$ cat src/design/tef_pkg.sv
// ----------------------------------------------------------------------------
// tef_pkg
// Shared constants, widths and the 2^(i/16) table of the force converter.
// ----------------------------------------------------------------------------
package tef_pkg;

    localparam int NUM_CHANNELS = 9;
    localparam int ADC_BITS     = 12;
    localparam int COEF_DEPTH   = NUM_CHANNELS * 4;
    localparam int ADDR_W       = $clog2(COEF_DEPTH);
    localparam int PROD_W       = 67;

    localparam logic [1:0] SEL_ZERO = 2'd0;
    localparam logic [1:0] SEL_COFF = 2'd1;
    localparam logic [1:0] SEL_INVA = 2'd2;
    localparam logic [1:0] SEL_GAIN = 2'd3;

    localparam logic signed [32:0] LOG2E_Q24 = 33'sd24204406;

    localparam logic signed [PROD_W-1:0] EXP_MAX   = 67'sd134217727;
    localparam logic signed [PROD_W-1:0] EXP_MIN   = -67'sd134217728;
    localparam logic signed [PROD_W-1:0] FORCE_MAX = 67'sd2147483647;
    localparam logic signed [PROD_W-1:0] FORCE_MIN = -67'sd2147483648;
    localparam logic signed [36:0] TOTAL_MAX = 37'sd34359738367;
    localparam logic signed [36:0] TOTAL_MIN = -37'sd34359738368;

    function automatic logic [25:0] pow2_frac(input logic [4:0] i);
        logic [25:0] r;
        begin
            case (i)
                5'd0:    r = 26'd16777216;
                5'd1:    r = 26'd17520007;
                5'd2:    r = 26'd18295684;
                5'd3:    r = 26'd19105703;
                5'd4:    r = 26'd19951585;
                5'd5:    r = 26'd20834917;
                5'd6:    r = 26'd21757357;
                5'd7:    r = 26'd22720638;
                5'd8:    r = 26'd23726566;
                5'd9:    r = 26'd24777031;
                5'd10:   r = 26'd25874004;
                5'd11:   r = 26'd27019544;
                5'd12:   r = 26'd28215802;
                5'd13:   r = 26'd29465022;
                5'd14:   r = 26'd30769550;
                5'd15:   r = 26'd32131834;
                default: r = 26'd33554432;
            endcase
            return r;
        end
    endfunction

endpackage

$ cat src/design/tef_coef_ram.sv
// ----------------------------------------------------------------------------
// tef_coef_ram
// Coefficient store: one write port, one registered read port.
// ----------------------------------------------------------------------------
module tef_coef_ram (
    input  logic                        clk,
    input  logic                        we,
    input  logic [tef_pkg::ADDR_W-1:0]  waddr,
    input  logic [31:0]                 wdata,
    input  logic [tef_pkg::ADDR_W-1:0]  raddr,
    output logic [31:0]                 rdata
);

    logic [31:0] mem [tef_pkg::COEF_DEPTH];

    always_ff @(posedge clk)
    begin
        if (we)
        begin
            mem[waddr] <= wdata;
        end
        rdata <= mem[raddr];
    end

endmodule

$ cat config.mk
export PLATFORM = sky130hd
export DESIGN_NAME = tef_coef_ram
export DESIGN_NICKNAME = d
export VERILOG_FILES = /design/src/design/tef_pkg.sv /design/src/design/tef_coef_ram.sv
export SDC_FILE = /design/constraint.sdc
export NUM_CORES = 1
export LEC_CHECK = 0
export BUFFER_PORTS_ARGS = -buffer_cell sky130_fd_sc_hd__buf_2
export CORE_MARGIN = 4
export CORE_UTILIZATION = 50
export CTS_BUF_LIST = sky130_fd_sc_hd__clkbuf_8
export DETAILED_ROUTE_END_ITERATION = 10
export PLACE_DENSITY = 0.66
export SLEW_MARGIN = 15
export SYNTH_ARGS = -nofsm -noshare
export SYNTH_HDL_FRONTEND = slang
export SYNTH_SLANG_ARGS = --single-unit
export TNS_END_PERCENT = 10
$ cat constraint.sdc
create_clock -name clk -period 3.4 [get_ports clk]
set_clock_uncertainty 0.2 [all_clocks]
set_input_delay 0.17 -clock clk [delete_from_list [all_inputs] [get_ports clk]]
set_output_delay 0.17 -clock clk [all_outputs]
set_load 0.05 [all_outputs]
==> reports/metrics.cfg <==
[logic_synthesis]
ys_seq_area_share_pct = 77.1
postSynthAreaPerCell_um2 = 19.5
ys_ff_latch = 1184
synth_area_mm2 = 0.0457
synth_fa_ha_area_share_pct = 0
ys.flop_type = edfxtp_1
synthesis.nets = 2391
synth_largest_area_cell = edfxtp_1
synth_compound_area_share_pct = 7.53
synth_top_family_by_area = multiplexers
yosysMostFrequentCell = edfxtp_1
ys_async_sr_fraction_pct = 0
syn_inst = 2345
synth_common_cells = 1152 x edfxtp_1, 512 x mux2i_1, 128 x a22oi_1
synthXorXnorAreaFrac_pct = 0
synth_warnings = 0
synth_area_leaders = edfxtp_1 76%, mux2i_1 11%, a22oi_1 2.1%, a221oi_2 1.7%, mux4_2 1.6%
synth_top_area_share_pct = 75.7
synth.distinct_cells = 28
synth_edf_count = 1152
synthMuxAreaShare_pct = 12.8
synth-simple-area-share_pct = 0.870

[setup_path]
path_class = input port to flop
regToRegStartpoint = mem[35][22]
startpoint = raddr[0]
r2r-end = rdata[22]
reg2reg_depth = 5
worst_setup_path_end_kind = flop
regToRegSetupSlack_ns = 0.98
critical_path_arrival_ns = 3.74
cp.required_ns = 3.94
crit_fanout = 54
worst_setup_path_start_kind = input port

[route]
ant_nets = 0
vias_per_cell = 6.05
drc = 0
avgRoutedWirePerCell_um = 29.4
wl_mm = 117
first_pass_iters = 5
drtIter0Drc = 2491
vias = 24200

[finish]
syn2layout_area_growth_pct = 15.4
drive_gt1_share_pct = 22.5
final_nets = 2711
fin_util_pct = 58.4
nFillCells = 6646

[global_route]
antenna_found_initial = 5
grtUsageTotal_pct = 24.6
grt_max_degree = 65
grt_overflow = 0
grt_pass1_wl_mm = 168
first_global_vias = 24300

[timing]
relSlewSlack_pct = 24.9
clock.fmax_mhz = 312
finalMaxSlewViolations = 0
setup_slack_ns = 0.197
finalSetupViolations = 0
tns_ns = 0
hold_viol_final = 0
post-route-period-util_pct = 94.2
period_minus_slack_ns = 3.20
rsz0062_at_grt = no
worstMarginPinSlew_ns = 1.13

[floorplan]
dieArea_mm2 = 0.0964
start_util_pct = 50.6
io_pins = 78
dieHeight_um = 310
rows = 110
fp.dieW_um = 310
core-area_mm2 = 0.0904

[place]
port_buffers = 77
routabilityCongestion = 0.794
hpwlAfterDp_mm = 68.1
pre_cts_ws_ns = 0.534

[hold_path]
hp-start = raddr[4]
hold_path_end = rdata[28]
hold_path.class = input port to flop
worstHoldPathCells = 4

[clocking]
cts.reportedPaths.clkPinSlew_ns = 0.06
post-cts-setup-buffers = 0
ctsResizeCount = 0
cts_tree = yes
cts_buffer_depth = 3
cts_htree_levels = 4
postCtsHoldBufs = 48
clock-root-buffer = clkbuf_8
insertion_delay_ns = 0.85
numCtsBuffers = 186
clock-sinks = 1184

[power_and_ir_drop]
p_per_area_mw_per_mm2 = 558
leakage_uw = 0.0185
vdd_drop_max_uv = 357

[outcome]
status = complete, no violations

[flow_run]
drv_cap = 0

flip-flops by register name, indices dropped and copies added, names as in the netlist:
name,count
mem,1152
rdata,32
final cells by class:
type,instances,area [µm²],share of cell area (%)
sequential,1184,35200,66.8
multi-input combinational,1020,9990,18.9
clock buffer,211,2900,5.50
timing repair buffer,273,2450,4.65
tap,1176,1470,2.79
clock inverter,131,716,1.36
antenna,2,5.00,0.00948
metal layers:
layer  GRT usage, %  wire length [µm]
met1           33.6             48300
met4           8.41              3140
met3           6.14             10500
met5              0                12
met2           39.0             55500
worst max-delay path, stage by stage:
cell and delay, ns:
dlygate4sd3_1 0.56, buf_8 0.47, buf_12 0.33, buf_12 0.30, mux4_2 0.54, nand2_1 0.07, dlygate4sd3_1 0.57, o41ai_2 0.07
dlygate4sd3_1 0.57
report_power, final:
| part | internal, µW | switching, µW | total [µW] |
|---|---|---|---|
| combinational | 611 | 1150 | 1760 |
| clock | 5940 | 5520 | 11500 |
| sequential | 16100 | 71.7 | 16200 |
cells in the final DEF (no fill, tap or decap), drive strengths merged, types with 61 or more instances in the layout:
cell / instances
inv: 61
a21oi: 64
buf: 225
a221oi: 64
clkbuf: 211
clkinv: 63
mux2i: 512
edfxtp: 1152
a22o: 64
a22oi: 128
worst max-delay path by stage:
stage          cells after the start  slack [ns]         end
4_1_cts                            9        0.28   rdata[22]
3_3_place_gp                       8        0.58    rdata[8]
6_report                           9        0.20   rdata[22]
5_1_grt                            9        0.15   rdata[22]
3_5_place_dp                       8        0.53    rdata[8]
2_1_floorplan                      2        0.70  mem[25][0]
per-stage QoR:
| step | total power (µW) | hold slack (ns) | instance area (µm²) | std cells |
|---|---|---|---|---|
| after global routing | 30500 | 0.0433 | 52800 | 3996 |
| after global placement | 18200 | 0.440 | 48700 | 3605 |
| after floorplan | 17500 | 0.0689 | 45700 | 2345 |
| after detailed placement | 18200 | 0.443 | 48700 | 3605 |
| final | 29500 | 0.0938 | 52800 | 3997 |
| after CTS | 29700 | 0.00656 | 52800 | 3995 |
cell families after synthesis:
group / after synthesis
flip-flops: 1184
multiplexers: 544
AO/OA/AOI/OAI: 384
AND/OR/NAND/NOR: 92
buffers and inverters: 141
Note: power is estimated with default switching activity, not from simulation.
